===== src/sv/akbd_pkg.sv =====
// Shared types, register indexes and bit-swap functions for the byte decryptor.
`default_nettype none

package akbd_pkg;

   // register indexes on the configuration port
   localparam logic [2:0] CSR_SWAP_KEY_FIRST  = 3'd0;
   localparam logic [2:0] CSR_SWAP_KEY_SECOND = 3'd1;
   localparam logic [2:0] CSR_ADDRESS_KEY     = 3'd2;
   localparam logic [2:0] CSR_XOR_KEY_BYTE    = 3'd3;
   localparam logic [2:0] CSR_BASE_ADDRESS    = 3'd4;

   // data select is formed from the address flipped by this mask
   localparam logic [15:0] DATA_SELECT_MASK = 16'h1fc0;

   // key registers as seen by the pipeline
   typedef struct packed {
      logic [31:0] swap_key_first;
      logic [31:0] swap_key_second;
      logic [15:0] address_key;
      logic [7:0]  xor_key_byte;
      logic [15:0] base_address;
   } key_set_type;

   // item leaving the select stages
   typedef struct packed {
      logic        valid;
      logic [15:0] sel_op;
      logic [15:0] sel_dat;
      logic [7:0]  cipher;
   } sel_item_type;

   // pair j swapped when the select bit picked by nibble j is set
   function automatic logic [7:0] swap_a(input logic [7:0] v, input logic [15:0] key,
                                         input logic [7:0] sel);
      logic [7:0] r;
      r = v;
      for (int j = 0; j < 4; j++) begin
         if (sel[key[4*j +: 3]]) begin
            r[2*j]   = v[2*j+1];
            r[2*j+1] = v[2*j];
         end
      end
      return r;
   endfunction

   // pair j swapped when the select bit picked by nibble 3-j is set
   function automatic logic [7:0] swap_b(input logic [7:0] v, input logic [15:0] key,
                                         input logic [7:0] sel);
      logic [7:0] r;
      r = v;
      for (int j = 0; j < 4; j++) begin
         if (sel[key[4*(3-j) +: 3]]) begin
            r[2*j]   = v[2*j+1];
            r[2*j+1] = v[2*j];
         end
      end
      return r;
   endfunction

   function automatic logic [7:0] rotl1(input logic [7:0] v);
      return {v[6:0], v[7]};
   endfunction

endpackage

`default_nettype wire


===== src/sv/akbd_sel.sv =====
// Select stages: address offset, then opcode and data select sums.
`default_nettype none

module akbd_sel import akbd_pkg::*; (
   input  wire logic         clock,
   input  wire logic         reset,
   input  wire logic         in_valid,
   input  wire logic [15:0]  in_address,
   input  wire logic [7:0]   in_cipher,
   input  wire key_set_type  keys,
   output sel_item_type      out_item
);

   logic        s1_valid_ff, s1_valid_in;
   logic [15:0] s1_full_ff, s1_full_in;
   logic [7:0]  s1_cipher_ff;
   sel_item_type s2_item_ff, s2_item_in;

   // stage 1: address plus base
   assign s1_valid_in = in_valid;
   assign s1_full_in  = in_address + keys.base_address;

   // stage 2: both selects, wrapping at 16 bits
   always_comb begin
      s2_item_in.valid   = s1_valid_ff;
      s2_item_in.sel_op  = s1_full_ff + keys.address_key;
      s2_item_in.sel_dat = (s1_full_ff ^ DATA_SELECT_MASK) + keys.address_key + 16'd1;
      s2_item_in.cipher  = s1_cipher_ff;
   end

   // valid bits reset, data registers free-running
   always_ff @(posedge clock) begin
      if (reset) begin
         s1_valid_ff       <= 1'b0;
         s2_item_ff.valid  <= 1'b0;
      end else begin
         s1_valid_ff       <= s1_valid_in;
         s2_item_ff.valid  <= s2_item_in.valid;
      end
      s1_full_ff          <= s1_full_in;
      s1_cipher_ff        <= in_cipher;
      s2_item_ff.sel_op   <= s2_item_in.sel_op;
      s2_item_ff.sel_dat  <= s2_item_in.sel_dat;
      s2_item_ff.cipher   <= s2_item_in.cipher;
   end

   assign out_item = s2_item_ff;

endmodule

`default_nettype wire


===== src/sv/akbd_dec.sv =====
// Decode stages: low-select swap half, then high-select swap half, both decodes.
`default_nettype none

module akbd_dec import akbd_pkg::*; (
   input  wire logic          clock,
   input  wire logic          reset,
   input  wire sel_item_type  in_item,
   input  wire key_set_type   keys,
   output logic               out_valid,
   output logic [7:0]         out_opcode,
   output logic [7:0]         out_operand
);

   logic       s3_valid_ff;
   logic [7:0] s3_op_ff, s3_op_in;
   logic [7:0] s3_dat_ff, s3_dat_in;
   logic [7:0] s3_hi_op_ff, s3_hi_dat_ff;
   logic       s4_valid_ff;
   logic [7:0] s4_op_ff, s4_op_in;
   logic [7:0] s4_dat_ff, s4_dat_in;

   // stage 3: swap A, rotate, swap B, xor, rotate (low select byte)
   always_comb begin
      s3_op_in  = rotl1(swap_b(rotl1(swap_a(in_item.cipher, keys.swap_key_first[15:0],
                                            in_item.sel_op[7:0])),
                               keys.swap_key_first[31:16], in_item.sel_op[7:0])
                        ^ keys.xor_key_byte);
      s3_dat_in = rotl1(swap_b(rotl1(swap_a(in_item.cipher, keys.swap_key_first[15:0],
                                            in_item.sel_dat[7:0])),
                               keys.swap_key_first[31:16], in_item.sel_dat[7:0])
                        ^ keys.xor_key_byte);
   end

   // stage 4: swap B, rotate, swap A (high select byte)
   always_comb begin
      s4_op_in  = swap_a(rotl1(swap_b(s3_op_ff, keys.swap_key_second[15:0], s3_hi_op_ff)),
                         keys.swap_key_second[31:16], s3_hi_op_ff);
      s4_dat_in = swap_a(rotl1(swap_b(s3_dat_ff, keys.swap_key_second[15:0], s3_hi_dat_ff)),
                         keys.swap_key_second[31:16], s3_hi_dat_ff);
   end

   always_ff @(posedge clock) begin
      if (reset) begin
         s3_valid_ff <= 1'b0;
         s4_valid_ff <= 1'b0;
      end else begin
         s3_valid_ff <= in_item.valid;
         s4_valid_ff <= s3_valid_ff;
      end
   end

   always_ff @(posedge clock) begin
      s3_op_ff     <= s3_op_in;
      s3_dat_ff    <= s3_dat_in;
      s3_hi_op_ff  <= in_item.sel_op[15:8];
      s3_hi_dat_ff <= in_item.sel_dat[15:8];
      s4_op_ff     <= s4_op_in;
      s4_dat_ff    <= s4_dat_in;
   end

   assign out_valid   = s4_valid_ff;
   assign out_opcode  = s4_op_ff;
   assign out_operand = s4_dat_ff;

endmodule

`default_nettype wire


===== src/sv/address_keyed_byte_decryptor_top.sv =====
// Top level of the address-keyed byte decryptor: key registers and pipeline.
//
//   channel   ports                                   handshake
//   request   start, busy, req_address, req_cipher_byte   start & !busy
//   response  rsp_strobe, rsp_opcode_byte, rsp_operand_byte  rsp_strobe, one cycle
//   config    csr_write_enable, csr_index, csr_write_data    csr_write_enable
//
// One item per cycle sustained; an item's result is on the result ports once it has
// passed each register stage in turn: address add, select add, then the two swap
// halves.
// busy is always low: the pipeline never stalls, the receiver cannot hold it.
// Synchronous reset clears the valid bits and zeroes all key registers.
`default_nettype none

module address_keyed_byte_decryptor_top import akbd_pkg::*; (
   input  wire logic        clock,
   input  wire logic        reset,
   input  wire logic        start,
   output logic             busy,
   input  wire logic [15:0] req_address,
   input  wire logic [7:0]  req_cipher_byte,
   output logic             rsp_strobe,
   output logic [7:0]       rsp_opcode_byte,
   output logic [7:0]       rsp_operand_byte,
   input  wire logic        csr_write_enable,
   input  wire logic [2:0]  csr_index,
   input  wire logic [31:0] csr_write_data
);

   key_set_type  keys_ff;
   sel_item_type sel_item;
   logic         accept;

   assign busy   = 1'b0;
   assign accept = start & ~busy;

   // key registers
   always_ff @(posedge clock) begin
      if (reset) begin
         keys_ff <= '0;
      end else if (csr_write_enable) begin
         unique case (csr_index)
            CSR_SWAP_KEY_FIRST:  keys_ff.swap_key_first  <= csr_write_data;
            CSR_SWAP_KEY_SECOND: keys_ff.swap_key_second <= csr_write_data;
            CSR_ADDRESS_KEY:     keys_ff.address_key     <= csr_write_data[15:0];
            CSR_XOR_KEY_BYTE:    keys_ff.xor_key_byte    <= csr_write_data[7:0];
            CSR_BASE_ADDRESS:    keys_ff.base_address    <= csr_write_data[15:0];
            default: ;
         endcase
      end
   end

   akbd_sel u_sel (
      .clock      (clock),
      .reset      (reset),
      .in_valid   (accept),
      .in_address (req_address),
      .in_cipher  (req_cipher_byte),
      .keys       (keys_ff),
      .out_item   (sel_item)
   );

   akbd_dec u_dec (
      .clock       (clock),
      .reset       (reset),
      .in_item     (sel_item),
      .keys        (keys_ff),
      .out_valid   (rsp_strobe),
      .out_opcode  (rsp_opcode_byte),
      .out_operand (rsp_operand_byte)
   );

endmodule

`default_nettype wire


===== config.mk =====
export PLATFORM = sky130hd
export DESIGN_NAME = address_keyed_byte_decryptor_top
export DESIGN_NICKNAME = d
export VERILOG_FILES = /design/src/sv/akbd_pkg.sv /design/src/sv/akbd_sel.sv /design/src/sv/akbd_dec.sv /design/src/sv/address_keyed_byte_decryptor_top.sv
export SDC_FILE = /design/constraint.sdc
export NUM_CORES = 1
export LEC_CHECK = 0
export BUFFER_PORTS_ARGS = -buffer_cell sky130_fd_sc_hd__buf_2
export CAP_MARGIN = 20
export CORE_MARGIN = 3
export CORE_UTILIZATION = 55
export DETAILED_ROUTE_END_ITERATION = 8
export PLACE_DENSITY_LB_ADDON = 0.08
export SLEW_MARGIN = 20
export SYNTH_ARGS = -nofsm -noshare
export SYNTH_HDL_FRONTEND = slang
export SYNTH_HIERARCHICAL = 1
export SYNTH_SLANG_ARGS = --single-unit

===== constraint.sdc =====
create_clock -name clock -period 2.9 [get_ports clock]
set_input_delay 0.29 -clock clock [delete_from_list [all_inputs] [get_ports clock]]
set_output_delay 0.29 -clock clock [all_outputs]
set_load 0.005 [all_outputs]

==> metrics.log, run 1 <==
[metrics] GR met2 Demand/Resource: 44.4%
[metrics] worst path buffer plus inverter count: 0
[metrics] io pins: 81
[metrics] start of the worst register-to-register path: keys_ff[24]
[metrics] peak supply drop: between 500 and 600 µV
[metrics] path type of the worst min-delay path: input port to flop
[metrics] Pre-Repair DR Iteration Count: 6
[metrics] number of instances in the synthesized netlist: just over 900
[metrics] Post-Synthesis Net Count: approximately 1.0k
[metrics] clock buffer count from CTS: 22
[metrics] clock-pin slew reported for the worst setup and hold paths after clock tree synthesis: 0.06 ns
[metrics] required time reported for the critical path endpoint: 3.28 ns
[metrics] maximum level of the CTS H-tree: 1
[metrics] Max Clock Freq: 406 MHz
[metrics] CP cell instances: ha_1 > fa_1 > a21o_1 > a221oi_2 > o21bai_1 > a211oi_2 > o31ai_1 > xor2_1
[metrics] warnings from Yosys: 6
[metrics] combined global-route utilization of all metal layers: roughly a quarter
[metrics] Tightest Pin Transition: about 0.65 ns
[metrics] RSZ-0062 raised after global routing: false
[metrics] count of maximum capacitance violations: 0
[metrics] launching instance or port of the critical path: keys_ff[24]
[metrics] clock latency at the later pin of the worst-skew pair: between 0.5 and 0.6 ns
[metrics] mapped cell area: ~11000 µm²
[metrics] final clock period utilization by the worst path: 85.0%
[metrics] via-per-instance ratio: 5.89
[metrics] outcome: finished, final reports clean
[metrics] setup clock skew after layout: ~0.0090 ns
[metrics] row count: 50
[metrics] final number of hold-violating endpoints: 0
[metrics] antenna viol nets, final: 0
[metrics] max incr delay on CP: between 0.4 and 0.5 ns
[metrics] antenna cells: 0
[metrics] CP max FO: 3
[metrics] worst endpoint data arrival time: around 2.9 ns
[metrics] area growth from synthesis to final layout: 12.6%
[metrics] Core Util, Final: a little over three fifths
[metrics] post-CTS repair timing setup buffer count: 0
[metrics] global-route wire length before repair: slightly above 40000 µm
[metrics] Leak Pwr: between 0.005 and 0.006 µW
[metrics] sum of routed wire length over all layers: 26100 µm
[metrics] last weighted congestion value of the routability-driven placer: ~0.9
[metrics] met3 demand-to-capacity share in global routing: 3.17%
[metrics] Post-route DRC: 0
[metrics] total negative slack: 0 ns
[metrics] number of antenna violations at the first check in global routing: 0
[metrics] number of global-route vias before repair: approximately 7.5k
[metrics] die width: 144 µm
[metrics] cell family with most CP delay: compound AO/OA/AOI/OAI gates
[metrics] final slew viol count: 0
[metrics] normalized max-slew margin: 56.5%
[metrics] clock tree from TritonCTS: done
[metrics] met1 usage: about a third
[metrics] detail-routed net length per standard cell: roughly 21 µm
[metrics] fraction of final layout cells with drive strength greater than 1: 18.3%
[metrics] initial detailed-routing violation count: 547
[metrics] grt total ovfl: 0
[metrics] floorplan die area: roughly 21000 µm²
[metrics] Setup CP Type: flop to flop
[metrics] routing layer with the top usage in global route: met2
[metrics] height of the die: 144 µm
[metrics] number of nets in the finished design: roughly 1.1k
[metrics] Finish-stage setup viols: 0
[metrics] hold path start: req_address[0]
[metrics] IO Port Bufs: 75
[metrics] slowest CP cell: sky130_fd_sc_hd__fa_1
[metrics] maximum clock insertion buffer count: 3
[metrics] initial core utilization: 56.2%
[metrics] pin count of the biggest net entering global routing: 86
[metrics] P per Cell Area: approximately 630 nW/µm²
[metrics] shortest period the worst path allows: 2.46 ns
[metrics] kind of start point of the critical path: flop
[metrics] routed via count: approximately 7.3k
[metrics] Worst Setup End Kind: flop
[metrics] Clock Sink Count: 204
[metrics] core region area: about 19000 µm²
[metrics] root buffer selected by CTS: sky130_fd_sc_hd__clkbuf_16
[metrics] synthesized area divided by synthesized cell count: 11.6 µm²
[metrics] fill cell instance count of the final layout: ~1.5k
[metrics] placed wire-length estimate after detailed placement: approximately 19000 µm
-- state kept, by name, summed over array words and instances, names as in the netlist --
signal / cells
u_dec/s3_op_ff: 8
u_dec/s3_hi_op_ff: 8
u_sel/s1_valid_ff: 1
u_dec/s3_dat_ff: 8
u_sel/s1_cipher_ff: 8
u_sel/s1_full_ff: 16
keys_ff: 88
u_dec/out_operand: 8
u_dec/s3_valid_ff: 1
u_dec/out_opcode: 8
u_dec/s3_hi_dat_ff: 8
u_dec/out_valid: 1
u_sel/out_item: 41
-- report_power, final --
part           leakage, µW  internal (µW)  switching (µW)
sequential         0.00169           3100             312
combinational      0.00307            624             564
clock             0.000362           1700            1120
total              0.00512           5430            1990
-- per-layer routing --
| layer | share of wire, % | routed length [µm] |
|---|---|---|
| met4 | 3.1 | 820 |
| met3 | 5.4 | 1410 |
| met1 | 42 | 10900 |
| met2 | 50 | 12900 |
| met5 | 0 | 0 |
-- layout make-up --
class                   instances  area [µm²]  share of cell area, %
well taps                     234         293                   2.46
multi-input cells             642        6150                   51.8
inverters                      23        86.3                  0.727
clock buffers                  30         632                   5.32
flip-flops and latches        204        4080                   34.4
repair buffers                 91         531                   4.47
clock inverters                 9         101                  0.853
-- path summary, 6_finish.rpt --
| check | to | slack, ns | cells after the start |
|---|---|---|---|
| worst max-delay path | u_sel/out_item[38] | 0.44 | 8 |
| worst min-delay path | u_sel/s1_full_ff[0] | 0.01 | 2 |
| worst max register to register | u_sel/out_item[38] | 0.44 | 8 |
| worst min register to register | u_dec/s3_hi_op_ff[2] | 0.32 | 0 |
-- cell usage in the layout, fill, tap and decap left out, types with 11 or more instances in the layout --
| master | n |
|---|---|
| sky130_fd_sc_hd__mux2i_1 | 208 |
| sky130_fd_sc_hd__dfxtp_1 | 204 |
| sky130_fd_sc_hd__nand2b_1 | 119 |
| sky130_fd_sc_hd__buf_2 | 75 |
| sky130_fd_sc_hd__mux4_2 | 56 |
| sky130_fd_sc_hd__ha_1 | 38 |
| sky130_fd_sc_hd__xor2_1 | 32 |
| sky130_fd_sc_hd__a21oi_1 | 32 |
| sky130_fd_sc_hd__xnor2_1 | 24 |
| sky130_fd_sc_hd__clkbuf_16 | 23 |
| sky130_fd_sc_hd__inv_1 | 23 |
| sky130_fd_sc_hd__nor2_1 | 16 |
| sky130_fd_sc_hd__nand2_1 | 14 |
| sky130_fd_sc_hd__nor3_1 | 11 |
-- per-stage QoR --
stage / setup WS [ns] / cells / instance area, µm² / total power [µW] / hold WS (ns)
after floorplan: 0.726 / 912 / 10500 / 4190 / 0.310
after global placement: 0.481 / 1185 / 11100 / 4580 / 0.315
after detailed placement: 0.449 / 1185 / 11100 / 4640 / 0.312
after CTS: 0.450 / 1233 / 11900 / 7470 / 0.00387
after global routing: 0.365 / 1233 / 11900 / 7710 / 0.0258
final: 0.435 / 1233 / 11900 / 7430 / 0.0137
-- worst reg2reg max path, cell delays in order, from the launching register on --
cell and delay, ns:
sky130_fd_sc_hd__dfxtp_1 0.33, sky130_fd_sc_hd__ha_1 0.23, sky130_fd_sc_hd__fa_1 0.41, sky130_fd_sc_hd__a21o_1 0.21, sky130_fd_sc_hd__a221oi_2 0.31, sky130_fd_sc_hd__o21bai_1 0.17, sky130_fd_sc_hd__a211oi_2 0.38, sky130_fd_sc_hd__o31ai_1 0.14
sky130_fd_sc_hd__xor2_1 0.15
-- timing repair --
action                    4_1_cts  5_1_grt
hold buffers                    9        0
hold endpoints to repair        9        0
gates resized for setup         0        0
(Power assumes the default switching activity.)
==> run 2: changes to the inputs <==
--- a/config.mk
+++ b/config.mk
@@ -5,6 +5,7 @@
 export SDC_FILE = /design/constraint.sdc
 export NUM_CORES = 1
 export LEC_CHECK = 0
+export ABC_AREA = 1
 export BUFFER_PORTS_ARGS = -buffer_cell sky130_fd_sc_hd__buf_2
 export CAP_MARGIN = 20
 export CORE_MARGIN = 3
==> constraint.sdc (replaced) <==
create_clock -name clock -period 2.5 [get_ports clock]
set_input_delay 0.25 -clock clock [delete_from_list [all_inputs] [get_ports clock]]
set_output_delay 0.25 -clock clock [all_outputs]
set_load 0.005 [all_outputs]
==> run 2 against run 1 <==
Clock power grew 24%. Critical endpoint is now u_sel/s1_full_ff[12]. Highest routed layer is now met5. Power grew 36%. Global-route usage grew 4.4 points. Hold slack gained 0.037 ns. Worst setup slack gained 0.20 ns. Register-to-register slack gained 0.25 ns. Final cell count grew 90%. Cell area grew 16%. Clock skew grew 0.0072 ns. Via count grew 74%. Critical path depth grew 3. First-iteration DRC count grew 92%. Largest cell class unchanged.
==> metrics.log, run 2 <==
[metrics] area growth from synthesis to final layout: 9.59%
[metrics] Layout Cells excl Fill: 2339 (+90%)
[metrics] io pins: 81 (unchanged)
[metrics] clock latency at the later pin of the worst-skew pair: 0.52 ns (about the same)
[metrics] normalized max-slew margin: 51.5% (-5.0 points)
[metrics] antenna cells: 0 (unchanged)
[metrics] placed wire-length estimate after detailed placement: 27300 µm (+45%)
[metrics] grt total ovfl: 0 (unchanged)
[metrics] Largest Register: keys_ff
[metrics] final clock period utilization by the worst path: between 70% and 80%
[metrics] die width: 157 µm (+8.8%)
[metrics] Clock Sink Count: 204 (unchanged)
[metrics] Setup CP Type: input port to flop
[metrics] termination of the worst setup path: u_sel/s1_full_ff[12]
[metrics] RSZ-0062 raised after global routing: false
[metrics] critical register-to-register path endpoint: u_sel/out_item[39]
[metrics] Max Clock Freq: about 540 MHz
[metrics] most frequent standard cell in the layout excluding fill and tap cells: sky130_fd_sc_hd__nand2_1
[metrics] count of maximum capacitance violations: 0 (unchanged)
[metrics] clock-pin slew reported for the worst setup and hold paths after clock tree synthesis: 0.06 ns (about the same)
[metrics] final slew viol count: 0 (unchanged)
[metrics] number of cells in the design after placement: 2286 (+93%)
[metrics] number of nets in the finished design: 2147 (+97%)
[metrics] clock tree from TritonCTS: done
[metrics] combined global-route utilization of all metal layers: 29.5% (+4.4 points)
[metrics] Post-route DRC: 0 (unchanged)
[metrics] row count: 54 (+8.0%)
[metrics] Core Util, Final: 62.1% (-1.2 points)
[metrics] Post-Place Cell Area: 12900 µm² (+16%)
[metrics] start of the worst register-to-register path: u_sel/s1_full_ff[6]
[metrics] outcome: finished, final reports clean
[metrics] post-CTS repair timing setup buffer count: 0 (unchanged)
[metrics] P per Cell Area: 734 nW/µm² (+17%)
[metrics] shortest period the worst path allows: approximately 1.9 ns
[metrics] Post-Synthesis Net Count: 2100 (+110%)
[metrics] CP max FO: 3 (unchanged)
[metrics] Worst Setup End Kind: flop
[metrics] path type of the worst min-delay path: input port to flop
[metrics] maximum level of the CTS H-tree: 1 (unchanged)
[metrics] number of instances in the synthesized netlist: 1996 (+120%)
[metrics] launching instance or port of the critical path: req_address[0]
[metrics] antenna viol nets, final: 0 (unchanged)
[metrics] floorplan die area: 24700 µm² (+18%)
[metrics] design area: 13800 µm² (+16%)
[metrics] worst endpoint data arrival time: 2.26 ns (-0.59 ns)
[metrics] peak supply drop: 493 µV (-2.6%)
[metrics] initial core utilization: 56.7% (+0.49 points)
[metrics] setup clock skew after layout: 0.0161 ns (+0.00717 ns)
[metrics] maximum clock insertion buffer count: 3 (unchanged)
[metrics] highest-count cells in the layout ignoring fill and taps: 575 x sky130_fd_sc_hd__nand2_1, 381 x sky130_fd_sc_hd__nand3_1, 228 x sky130_fd_sc_hd__inv_1
[metrics] global-route wire length before repair: 58000 µm (+44%)
[metrics] via-per-instance ratio: 5.39 (-8.5%)
[metrics] number of global-route vias before repair: 11.5k (+54%)
[metrics] post-CTS sizing: 0 (unchanged)
[metrics] Tightest Pin Transition: 0.725 ns (+0.0759 ns)
[metrics] total negative slack: 0 ns (unchanged)
[metrics] Pre-Repair DR Iteration Count: 5 (-1)
[metrics] register-to-register path setup slack: 0.69 ns (+0.25 ns)
[metrics] Hold Buf Count CTS: 12 (+3)
[metrics] depth of the most critical reg-to-reg path: 11 (+3)
[metrics] sum of routed wire length over all layers: 37000 µm (+42%)
[metrics] number of antenna violations at the first check in global routing: 4 (+4)
[metrics] routed via count: 12.6k (+74%)
[metrics] height of the die: 157 µm (+8.8%)
[metrics] synthesized area divided by synthesized cell count: 6.29 µm² (-46%)
[metrics] final number of hold-violating endpoints: 0 (unchanged)
[metrics] detail-routed net length per standard cell: 15.8 µm (-25%)
[metrics] warnings from Yosys: 6 (unchanged)
[metrics] initial detailed-routing violation count: 1050 (+92%)
[metrics] Finish-stage setup viols: 0 (unchanged)
[metrics] required time reported for the critical path endpoint: 2.90 ns (-0.38 ns)
[metrics] Leak Pwr: 0.00695 µW (+36%)
[metrics] pin count of the biggest net entering global routing: 89 (+3.5%)
[metrics] IO Port Bufs: 75 (unchanged)
[metrics] kind of start point of the critical path: input port
[metrics] last weighted congestion value of the routability-driven placer: 0.912 (+2.9%)
[metrics] core region area: 22200 µm² (+18%)
[metrics] max FFs per register: 88 (unchanged)
[metrics] fraction of final layout cells with drive strength greater than 1: 9.37% (-8.9 points)
[metrics] mapped cell area: 12600 µm² (+19%)
[metrics] clock buffer count from CTS: 23 (+4.5%)
[metrics] root buffer selected by CTS: sky130_fd_sc_hd__clkbuf_16
[metrics] overall power: 10100 µW (+36%)
-- run 2: worst min-delay path by stage --
| stage | from | end | slack (ns) | depth (start not counted) |
|---|---|---|---|---|
| final | req_address[1] | u_sel/s1_full_ff[1] | 0.05 | 2 |
| after global routing | req_address[1] | u_sel/s1_full_ff[1] | 0.05 | 2 |
| after CTS | req_address[1] | u_sel/s1_full_ff[1] | 0.05 | 2 |
| after detailed placement | u_sel/out_item[33] | u_dec/s3_hi_op_ff[1] | 0.31 | 0 |
| after global placement | u_sel/s1_cipher_ff[5] | u_sel/out_item[5] | 0.31 | 0 |
| after floorplan | req_cipher_byte[0] | u_sel/s1_cipher_ff[0] | 0.28 | 0 |
-- run 2: power breakdown --
| part | total (µW) | switching (µW) | internal (µW) |
|---|---|---|---|
| Clock | 3500 | 1380 | 2120 |
| Sequential | 4000 | 285 | 3710 |
| Combinational | 2600 | 1730 | 868 |
-- run 2: worst max-delay path, stage by stage --
cell and delay [ns]:
sky130_fd_sc_hd__dlygate4sd3_1 0.55, sky130_fd_sc_hd__buf_2 0.13, sky130_fd_sc_hd__ha_1 0.22, sky130_fd_sc_hd__fa_1 0.42
sky130_fd_sc_hd__nand2_1 0.10, sky130_fd_sc_hd__nand2_1 0.08, sky130_fd_sc_hd__and2_1 0.20, sky130_fd_sc_hd__nand3_1 0.13
sky130_fd_sc_hd__nand3_1 0.08, sky130_fd_sc_hd__nand2_1 0.06, sky130_fd_sc_hd__nand2_1 0.05
-- run 2: metrics by stage --
| stage | hold WS [ns] | worst slack [ns] |
|---|---|---|
| after floorplan | 0.278 | 0.997 |
| after global placement | 0.310 | 0.758 |
| after detailed placement | 0.312 | 0.739 |
| after CTS | 0.0466 | 0.686 |
| after global routing | 0.0459 | 0.530 |
| final | 0.0510 | 0.640 |
-- run 2: metal layers --
metal  track usage (%)  share of wire, %
met2              49.9                46
met1              37.1                41
met5                 0              0.14
met3              5.25               8.3
met4              12.6               4.2
-- run 2: layout make-up --
class | count | area [µm²]
clock buffers | 28 | 634
clock inverters | 13 | 156
fillers | 2188 | 8400
inverters | 247 | 947
multi-input cells | 1472 | 7010
flip-flops and latches | 204 | 4080
well taps | 280 | 350
repair buffers | 95 | 581
